==> src/hdl/lkvc_pkg.sv <==
// ----------------------------------------------------------------------------
// lkvc_pkg: shared types and constants for the lru key/value cache
// request beat layout, lookup result and fixed codes used by all files
// ----------------------------------------------------------------------------
package lkvc_pkg;

  typedef enum logic [0:0] {
    REQ_GET = 1'b0,
    REQ_SET = 1'b1
  } req_kind_t;

  typedef struct packed {
    req_kind_t          kind;
    logic signed [31:0] key;
    logic signed [31:0] value;
  } req_t;

  typedef struct packed {
    logic               hit;
    logic signed [31:0] value;
  } lookup_t;

  localparam logic [4:0]         CAPACITY_RESET = 5'd5;
  localparam logic signed [31:0] MISS_VALUE     = -32'sd1;

endpackage

==> src/hdl/lkvc_slots.sv <==
// ----------------------------------------------------------------------------
// lkvc_slots: slot array of the lru key/value cache
// parallel key compare, recency ranks and registered set update
// ----------------------------------------------------------------------------
module lkvc_slots
  import lkvc_pkg::*;
#(
  parameter int ENTRIES = 16
) (
  input  logic       clk,
  input  logic       rst_n,
  input  logic [4:0] capacity,
  input  logic       upd_en,
  input  req_t       req,
  output lookup_t    lookup
);

  localparam int AW   = (ENTRIES > 1) ? $clog2(ENTRIES) : 1;
  localparam int CAPW = ($clog2(ENTRIES + 1) > 5) ? $clog2(ENTRIES + 1) : 5;
  localparam logic [CAPW-1:0] ENTRIES_C = CAPW'(ENTRIES);

  logic [ENTRIES-1:0]        valid_r, valid_nxt;
  logic [AW-1:0]             age_r   [ENTRIES];
  logic [AW-1:0]             age_nxt [ENTRIES];
  logic signed [31:0]        key_r   [ENTRIES];
  logic signed [31:0]        value_r [ENTRIES];

  logic [ENTRIES-1:0] match;
  logic [ENTRIES-1:0] evict;
  logic [ENTRIES-1:0] survive;
  logic [ENTRIES-1:0] free_oh;
  logic [ENTRIES-1:0] wr_oh;
  logic               any_hit;
  logic [AW-1:0]      hit_age;
  logic signed [31:0] hit_value;
  logic [CAPW-1:0]    cap_ext;
  logic [CAPW-1:0]    eff_cap;
  logic [AW-1:0]      keep;

  // effective capacity: zero counts as one, saturate at the slot count
  always_comb begin
    cap_ext = CAPW'(capacity);
    if (cap_ext == '0) begin
      eff_cap = CAPW'(1);
    end else if (cap_ext > ENTRIES_C) begin
      eff_cap = ENTRIES_C;
    end else begin
      eff_cap = cap_ext;
    end
    keep = AW'(eff_cap - CAPW'(1));
  end

  // parallel compare, and-or read of the matching slot
  always_comb begin
    hit_age   = '0;
    hit_value = '0;
    for (int i = 0; i < ENTRIES; i++) begin
      match[i] = valid_r[i] && (key_r[i] == req.key);
      evict[i] = valid_r[i] && (age_r[i] >= keep);
      if (match[i]) begin
        hit_age   = hit_age | age_r[i];
        hit_value = hit_value | value_r[i];
      end
    end
    any_hit = |match;
    survive = valid_r & ~evict;
    // lowest slot left free after eviction
    free_oh = ~survive & (survive + ENTRIES'(1));
  end

  assign lookup.hit   = any_hit;
  assign lookup.value = any_hit ? hit_value : MISS_VALUE;

  always_comb begin
    valid_nxt = valid_r;
    wr_oh     = '0;
    for (int i = 0; i < ENTRIES; i++) begin
      age_nxt[i] = age_r[i];
    end
    if (any_hit) begin
      // update: promote the hit slot, shift younger ones down a rank
      wr_oh = match;
      for (int i = 0; i < ENTRIES; i++) begin
        if (match[i]) begin
          age_nxt[i] = '0;
        end else if (valid_r[i] && (age_r[i] < hit_age)) begin
          age_nxt[i] = age_r[i] + AW'(1);
        end
      end
    end else begin
      // insert: drop the oldest ranks, age survivors, fill the free slot
      wr_oh     = free_oh;
      valid_nxt = survive | free_oh;
      for (int i = 0; i < ENTRIES; i++) begin
        if (survive[i]) begin
          age_nxt[i] = age_r[i] + AW'(1);
        end else begin
          age_nxt[i] = '0;
        end
      end
    end
  end

  always_ff @(posedge clk) begin
    if (!rst_n) begin
      valid_r <= '0;
      for (int i = 0; i < ENTRIES; i++) begin
        age_r[i] <= '0;
      end
    end else if (upd_en) begin
      valid_r <= valid_nxt;
      for (int i = 0; i < ENTRIES; i++) begin
        age_r[i] <= age_nxt[i];
      end
    end
  end

  always_ff @(posedge clk) begin
    for (int i = 0; i < ENTRIES; i++) begin
      if (upd_en && wr_oh[i]) begin
        value_r[i] <= req.value;
        if (!any_hit) begin
          key_r[i] <= req.key;
        end
      end
    end
  end

endmodule

==> src/hdl/lru_key_value_cache.sv <==
// ----------------------------------------------------------------------------
// lru_key_value_cache: fully associative key/value store, lru replacement
// gets return hit and value, sets update or insert with eviction
// ----------------------------------------------------------------------------
// usage
//   in_*  : request beats (in_req_type 0 = get, 1 = set, key, write value),
//           taken when in_valid is high and in_stall is low
//   out_* : one result beat per get (out_hit, out_read_value), sets give none
//   cfg_* : cfg_wr_en writes the 5-bit capacity; the user must do so only
//           while the block idles, which the block itself does not enforce
// path: a get goes request stage, then output register (two register stages)
// throughput: one request per cycle while in_stall is low; the compare and
//   rank update of a request land as it retires, so the next one sees them
// stall: a stalled result holds in the output register; the request stage
//   still takes one more beat, and in_stall rises only when a get waits in
//   that stage behind a held result
// reset: all slots empty, all ranks zero, capacity 5, both channels idle
// capacity zero acts as one, values above ENTRIES saturate at ENTRIES
// ----------------------------------------------------------------------------
module lru_key_value_cache
  import lkvc_pkg::*;
#(
  parameter int ENTRIES = 16
) (
  input  logic               clk,
  input  logic               rst_n,
  // request channel
  input  logic               in_valid,
  output logic               in_stall,
  input  logic               in_req_type,
  input  logic signed [31:0] in_lookup_key,
  input  logic signed [31:0] in_write_value,
  // result channel
  output logic               out_valid,
  input  logic               out_stall,
  output logic               out_hit,
  output logic signed [31:0] out_read_value,
  // capacity register
  input  logic               cfg_wr_en,
  input  logic [4:0]         cfg_wr_data
);

  logic [4:0]  capacity_r;
  logic        stage_v_r, stage_v_nxt;
  req_t        stage_r;
  logic        out_valid_r, out_valid_nxt;
  lookup_t     out_r;
  lookup_t     lookup;
  logic        accept_in;
  logic        stage_is_get;
  logic        out_free;
  logic        proc;

  // capacity register
  always_ff @(posedge clk) begin
    if (!rst_n) begin
      capacity_r <= CAPACITY_RESET;
    end else if (cfg_wr_en) begin
      capacity_r <= cfg_wr_data;
    end
  end

  // request in the stage retires when it needs no result slot or one is free
  assign stage_is_get = (stage_r.kind == REQ_GET);
  assign out_free     = !out_valid_r || !out_stall;
  assign proc         = stage_v_r && (!stage_is_get || out_free);
  assign in_stall     = stage_v_r && !proc;
  assign accept_in    = in_valid && !in_stall;

  always_comb begin
    stage_v_nxt = stage_v_r;
    if (accept_in) begin
      stage_v_nxt = 1'b1;
    end else if (proc) begin
      stage_v_nxt = 1'b0;
    end
    out_valid_nxt = out_valid_r;
    if (proc && stage_is_get) begin
      out_valid_nxt = 1'b1;
    end else if (!out_stall) begin
      out_valid_nxt = 1'b0;
    end
  end

  always_ff @(posedge clk) begin
    if (!rst_n) begin
      stage_v_r   <= 1'b0;
      out_valid_r <= 1'b0;
    end else begin
      stage_v_r   <= stage_v_nxt;
      out_valid_r <= out_valid_nxt;
    end
  end

  // request stage payload
  always_ff @(posedge clk) begin
    if (accept_in) begin
      stage_r.kind  <= req_kind_t'(in_req_type);
      stage_r.key   <= in_lookup_key;
      stage_r.value <= in_write_value;
    end
  end

  // slot array: compare and update for the staged request
  lkvc_slots #(
    .ENTRIES (ENTRIES)
  ) u_slots (
    .clk      (clk),
    .rst_n    (rst_n),
    .capacity (capacity_r),
    .upd_en   (proc && !stage_is_get),
    .req      (stage_r),
    .lookup   (lookup)
  );

  // result register
  always_ff @(posedge clk) begin
    if (proc && stage_is_get) begin
      out_r <= lookup;
    end
  end

  assign out_valid      = out_valid_r;
  assign out_hit        = out_r.hit;
  assign out_read_value = out_r.value;

endmodule

==> config.mk <==
export PLATFORM = sky130hd
export DESIGN_NAME = lru_key_value_cache
export DESIGN_NICKNAME = d
export VERILOG_FILES = /design/src/hdl/lkvc_pkg.sv /design/src/hdl/lkvc_slots.sv /design/src/hdl/lru_key_value_cache.sv
export SDC_FILE = /design/constraint.sdc
export NUM_CORES = 2
export LEC_CHECK = 0
export BUFFER_PORTS_ARGS = -buffer_cell sky130_fd_sc_hd__buf_2
export CAP_MARGIN = 15
export CORE_MARGIN = 2
export CORE_UTILIZATION = 67
export CTS_CLUSTER_SIZE = 24
export DETAILED_ROUTE_END_ITERATION = 7
export GPL_ROUTABILITY_DRIVEN = 0
export MAX_ROUTING_LAYER = met4
export PLACE_DENSITY = 0.84
export SETUP_SLACK_MARGIN = 0.2
export SYNTH_ARGS = -nofsm -noshare
export SYNTH_HDL_FRONTEND = slang
export SYNTH_SLANG_ARGS = --single-unit
==> constraint.sdc <==
create_clock -name clk -period 16.5 [get_ports clk]
set_input_delay 3.3 -clock clk [delete_from_list [all_inputs] [get_ports clk]]
set_output_delay 3.3 -clock clk [all_outputs]
set_load 0.02 [all_outputs]
### Word level (Yosys, flattened, before mapping)

Memory sizes are Yosys's and may differ from the RTL's.
Cells that the tools add are included.

| word-level totals | value |
|---|---|
| logic and storage cells | 445 |
| output and inout bits | 35 |
| memories kept | 3 |
| input port bits | 75 |
| register bits | 121 |
| RAM bits | 1088 |

| operators by class | value |
|---|---|
| equality and inequality tests | 17 |
| $lt $le $gt $ge | 33 |
| bitwise logic cells | 53 |
| reduce and logical (&&, ||, !) cells | 94 |
| muxes and demuxes | 218 |
| add/sub/neg operators | 18 |

Memory list:

| memory | words | width | read ports | clocked after memory_dff | write ports | RTL line | RTL |
|---|---|---|---|---|---|---|---|
| u_slots.key_r | 16 | 32 | 16 | 0 | 1 | lkvc_slots.sv:25 | `logic signed [31:0] key_r [ENTRIES];` |
| u_slots.value_r | 16 | 32 | 16 | 0 | 16 | lkvc_slots.sv:26 | `logic signed [31:0] value_r [ENTRIES];` |
| u_slots.age_r | 16 | 4 | 16 | 0 | 16 | lkvc_slots.sv:23 | `logic [AW-1:0] age_r [ENTRIES];` |

Operators by type and width:

| kind | number |
|---|---|
| $mux W32 | 31 |
| $eq A32 B32 Y1 | 16 |
| $or A32 B32 Y32 | 15 |
| $reduce_or A32 Y1 | 15 |
| $mux W4 | 97 |
| $mux W1 | 88 |
| $logic_and A1 B1 Y1 | 69 |
| $add A4 B1 Y4 const B | 16 |
| $ge A4 B4 Y1 | 16 |
| $lt A4 B4 Y1 | 16 |
| $mux W64 | 1 |
| $or A4 B4 Y4 | 15 |
| $and A16 B16 Y16 | 2 |
| $not A16 Y16 | 2 |
| $add A16 B1 Y16 const B | 1 |
| $mux W16 | 1 |
| $or A1 B1 Y1 | 16 |
| $or A16 B16 Y16 | 1 |
| $reduce_or A16 Y1 | 1 |
| $gt A5 B5 Y1 const B | 1 |
| $logic_not A5 Y1 | 1 |
| $logic_not A1 Y1 | 4 |
| $sub A4 B1 Y4 const B | 1 |
| $logic_or A1 B1 Y1 | 2 |
| other kinds (4) | 5 |

### Longest topological paths before layout

An unclocked memory read counts as a cell.

| depth | value |
|---|---|
| depth after elaboration | 40 |
| depth in mapped cells | 17 |
| gate-level depth less buffers | 13 |

### Cells and area by module

Synthesis repeated with hierarchy kept, for this count alone.

| unflattened totals | value |
|---|---|
| cell total of the unflattened synthesis | 3160 |
| area, all modules | 50614.8 um2 |

Modules (own cells, without submodules):

| module | times used | cells an instance | area each (um2) | seq. area each (um2) |
|---|---|---|---|---|
| lkvc_slots | 1 | 3036 | 47395.5 | 32991.6 |
| lru_key_value_cache | 1 | 124 | 3219.3 | 3083.0 |

### Least setup slack after synthesis

Ideal clock, no wire load.

| timing | value |
|---|---|
| path kind | input port to output port |
| from | input out_stall |
| to | output in_stall |
| slack | 9.480 ns |
| stages | 2 |
| data required time | 13.200 ns |
| arrival time | 3.720 ns |
| buffers on the path | 0 |
| path through | nand2_1 nor2_1 |

| between the ends | value |
|---|---|
| longest elaborated chain between the ends | 6 |

RTL lines:

| what | RTL line | RTL |
|---|---|---|
| start, declared | lru_key_value_cache.sv:35 | `input logic out_stall,` |
| $logic_not A1 Y1 | n/a |  |
| $logic_or A1 B1 Y1 | lru_key_value_cache.sv:65 | `assign out_free = !out_valid_r \|\| !out_stall;` |
| $logic_or A1 B1 Y1 | lru_key_value_cache.sv:66 | `assign proc = stage_v_r && (!stage_is_get \|\| out_free);` |
| $logic_and A1 B1 Y1 | lru_key_value_cache.sv:66 |  |
| $logic_not A1 Y1 | lru_key_value_cache.sv:67 | `assign in_stall = stage_v_r && !proc;` |
| $logic_and A1 B1 Y1 | lru_key_value_cache.sv:67 |  |
| end, declared | lru_key_value_cache.sv:29 | `output logic in_stall,` |

No other way between the ends.

### Worst setup path after layout

Ends and elaborated chain as after synthesis.

==> results.md <==
* Switching share of power at 21.5%
* Pwr/cell area at 112 mW/mm^2
* Dominant synthesized flop cell: edfxtp_1
* Placed insts at 4163
* Io pins at 110
* Syn Inst Count at 3148
* TritonCTS clock tree: yes
* H-Tree Depth at 3
* CTS Hold Bufs at 0
* Area leader, netlist: edfxtp_1
* Clock Power Share at 40.3%
* Post-CTS Resized at 0
* Total negative setup slack at 0 ns
* Worst path required time at 13.20 ns
* Max Slew Vio Count at 0
* R2R Path Start: stage_r[53]
* Maximum vdd drop at 0.0985 mV
* Fmax at 0.137 GHz
* Cell Area, Placed at 0.0522 sq mm
* Tmin final at 7.28 ns
* Reg2reg setup slack at 10.34 ns
* Syn. warnings at 0
* Final Setup Violations at 0
* EDFF count, synth at 1186
* Post-route design area at 0.0558 sq mm
* Setup slack after layout at 9.22 ns
* Max Fanout on Critical Path at 3
* Place WS at 9.20 ns
* Syn Area/Cell at 16.0 sq um
* Hold Crit Start: out_valid
* Logic pwr share at 4.6%
* Max Root-Sink Buffers at 3
* RSZ-0062 raised after global routing: false
* Layout area overhead at 10.5%
* Clk sink count at 1209
* DRC viols at 0
* Synth unique cells at 69
* Layout cells sized above 1 at 12.7%
* Root Driver: clkbuf_16
* Largest net degree at the start of global routing at 52
* # port buffers at 109
* Synth async-reset ratio at 0%
* Post-Syn Nets at 3352
* 1st-iter DRT viols at 4916
* Total CTS buffers at 113
* Max-Cap Viols at 0
* Sequential power share at 55.1%
* Initial antenna violation count at 4
* Int Power at 4.91 mW
* Fill cell total of the finished layout at 3977
* Crit path launch type: primary input
* Critical path launch point: out_stall
* Die X at 279 um
* Grt ovf at 0
* Mapped Area at 0.0505 sq mm
* Psw at 1.34 mW
* Core footprint at 0.0746 sq mm
* Tcrit/Tclk final at 44.1%
* Layout Nets at 3514
* Die height at 279 um
* Top cell type's share of synthesized area at 70.5%
* CP Class: primary input to output port
* Routed len/inst at 30.2 um
* Slew Limit Headroom at 18.8%
* DR vias at 30.7k
* Worst Setup End Kind: output port
* Worst-margin pin slew at 1.22 ns
* WP data arrival at 3.98 ns
* Synth Register Bits at 1209
* Final hold viol count at 0
* DP Wirelength at 68800 um
* Vias in the first global route at 31.1k
* Clock Latency Late Sink at 0.71 ns
* Worst reg-to-reg path cell count at 13
* Postcts setup bufs at 0
* Pleak at 17.9 nW
* Endpoint, Worst Hold: out_valid
* Ranking of synthesized cells by area: edfxtp_1, xnor2_1, ha_1
* GR Util All Layers at 35.1%
* Initial Util at 67.7%
* Reg clk slew, reported paths at 0.06 ns
* Hold Crit Class: flip-flop to flip-flop
* Final ANT Viol Nets at 0
* Die area at 0.0776 sq mm
* Non-Filler Instances at 4368
* Final WL at 132000 um
* Drt via density at 7.03
* Reg-to-Reg End: u_slots.value_r[5][4]
* First-pass GRT wire length at 193000 um
* Status: completed
* Hold path cells at 2
* Sequential area share after synthesis at 71.5%
* Clk_skew at 0.0392 ns
* Rows at 100
* Router iterations before antenna repair at 8
worst max-delay path: stages:
cell     delay [ns]
buf_2          0.11
nand2_1        0.07
nor2_1         0.26
buf_2          0.23
worst max path at each step:
| stage | endpoint | depth (start not counted) |
|---|---|---|
| floorplan | in_stall | 2 |
| global placement | in_stall | 4 |
| global route | in_stall | 4 |
| CTS | in_stall | 4 |
| detailed placement | in_stall | 4 |
| finish | in_stall | 4 |
state kept, by name, summed over array words and instances (netlist names):
register	cells
stage_r	65
capacity_r	5
out_read_value	32
u_slots.valid_r	16
out_hit	1
u_slots.key_r	512
stage_v_r	1
out_valid	1
u_slots.age_r	64
u_slots.value_r	512
area by class of cell:
class	instances	area (sq um)	share of cell area, %
inverter	66	250	0.449
sequential	1209	36100	64.7
tap	969	1210	2.17
multi-input combinational	1720	13400	24.1
clock inverter	66	634	1.14
antenna	3	7.51	0.0135
clock buffer	135	2930	5.25
timing repair buffer	200	1240	2.23
stage by stage:
stage | utilization [%] | power [mW] | hold slack [ns]
2_1_floorplan | - | 3.68 | 0.448
3_3_place_gp | 70.0 | 3.76 | 0.492
3_5_place_dp | 70.0 | 3.78 | 0.536
4_1_cts | 74.8 | 6.26 | 0.552
5_1_grt | 74.8 | 6.39 | 0.567
6_report | 74.8 | 6.25 | 0.547
cells in the mapped netlist (7+ instances only):
library cell,instances
a21o_1,10
a21oi_1,31
a221oi_1,103
a22o_1,104
a22oi_1,76
a31oi_1,11
and3_1,51
and4_1,7
buf_2,46
buf_4,52
buf_6,17
clkbuf_1,33
dfxtp_1,23
edfxtp_1,1186
ha_1,129
inv_1,65
nand2_1,33
nand2b_1,32
nand3_1,51
nand4_1,135
nand4b_1,12
nor2_1,147
nor2b_1,29
nor3_1,36
nor4_1,46
o2111ai_1,7
o211a_1,7
o211ai_1,15
o21a_1,9
o21ai_0,32
o21ai_1,13
o221ai_1,13
xnor2_1,443
xor2_1,72
cells in the final DEF (no fill, tap or decap), types with 26 or more instances in the layout:
master	count
ha_1	129
xnor2_1	442
and3_1	45
xor2_1	72
inv_1	65
nor2_1	122
nor4_1	46
nor3_1	35
a22oi_1	76
clkbuf_16	113
buf_2	109
clkinv_2	29
nor2b_1	28
o21ai_0	32
nand2b_1	32
edfxtp_1	1186
nand3_1	51
a22o_1	104
nand2_1	32
a221oi_1	103
nand4_1	135
buf_4	89
a21oi_1	26
logic make-up (layout without fill, tap and decap cells):
kind of cell               count (synthesis)  count (layout)  synth area share, %
AOI/OAI and AO/OA                        457             457                 7.09
xor gates and xnor gates                 515             515                 8.93
adders and majority gates                129             129                 3.20
buffers and inverters                    219             467                 2.39
DFF                                     1209            1209                 71.5
muxes                                      7               7                0.149
other                                      0               3                    0
and+or+nand+nor                          612             612                 6.80
layer usage:
| layer | vias to the layer above | share of wire, % | routed length [um] | track usage [%] |
|---|---|---|---|---|
| met2 | 2654 | 46 | 61400 | 52.8 |
| met3 | 486 | 13 | 17500 | 7.19 |
| li1 | 12554 | - | - | - |
| met5 | - | 0 | 0 | - |
| met4 | 0 | 4.6 | 6020 | 15.9 |
| met1 | 15012 | 36 | 47100 | 46.9 |
power groups by stage:
stage                     Sequential, mW  Combinational (mW)  Clock [mW]
final                               3.45               0.287        2.52
after global routing                3.45               0.308        2.64
after CTS                           3.44               0.281        2.53
after detailed placement            3.51               0.277           0
after global placement              3.50               0.258           0
after floorplan                     3.50               0.177           0
Note: power is estimated with default switching activity, not from simulation.
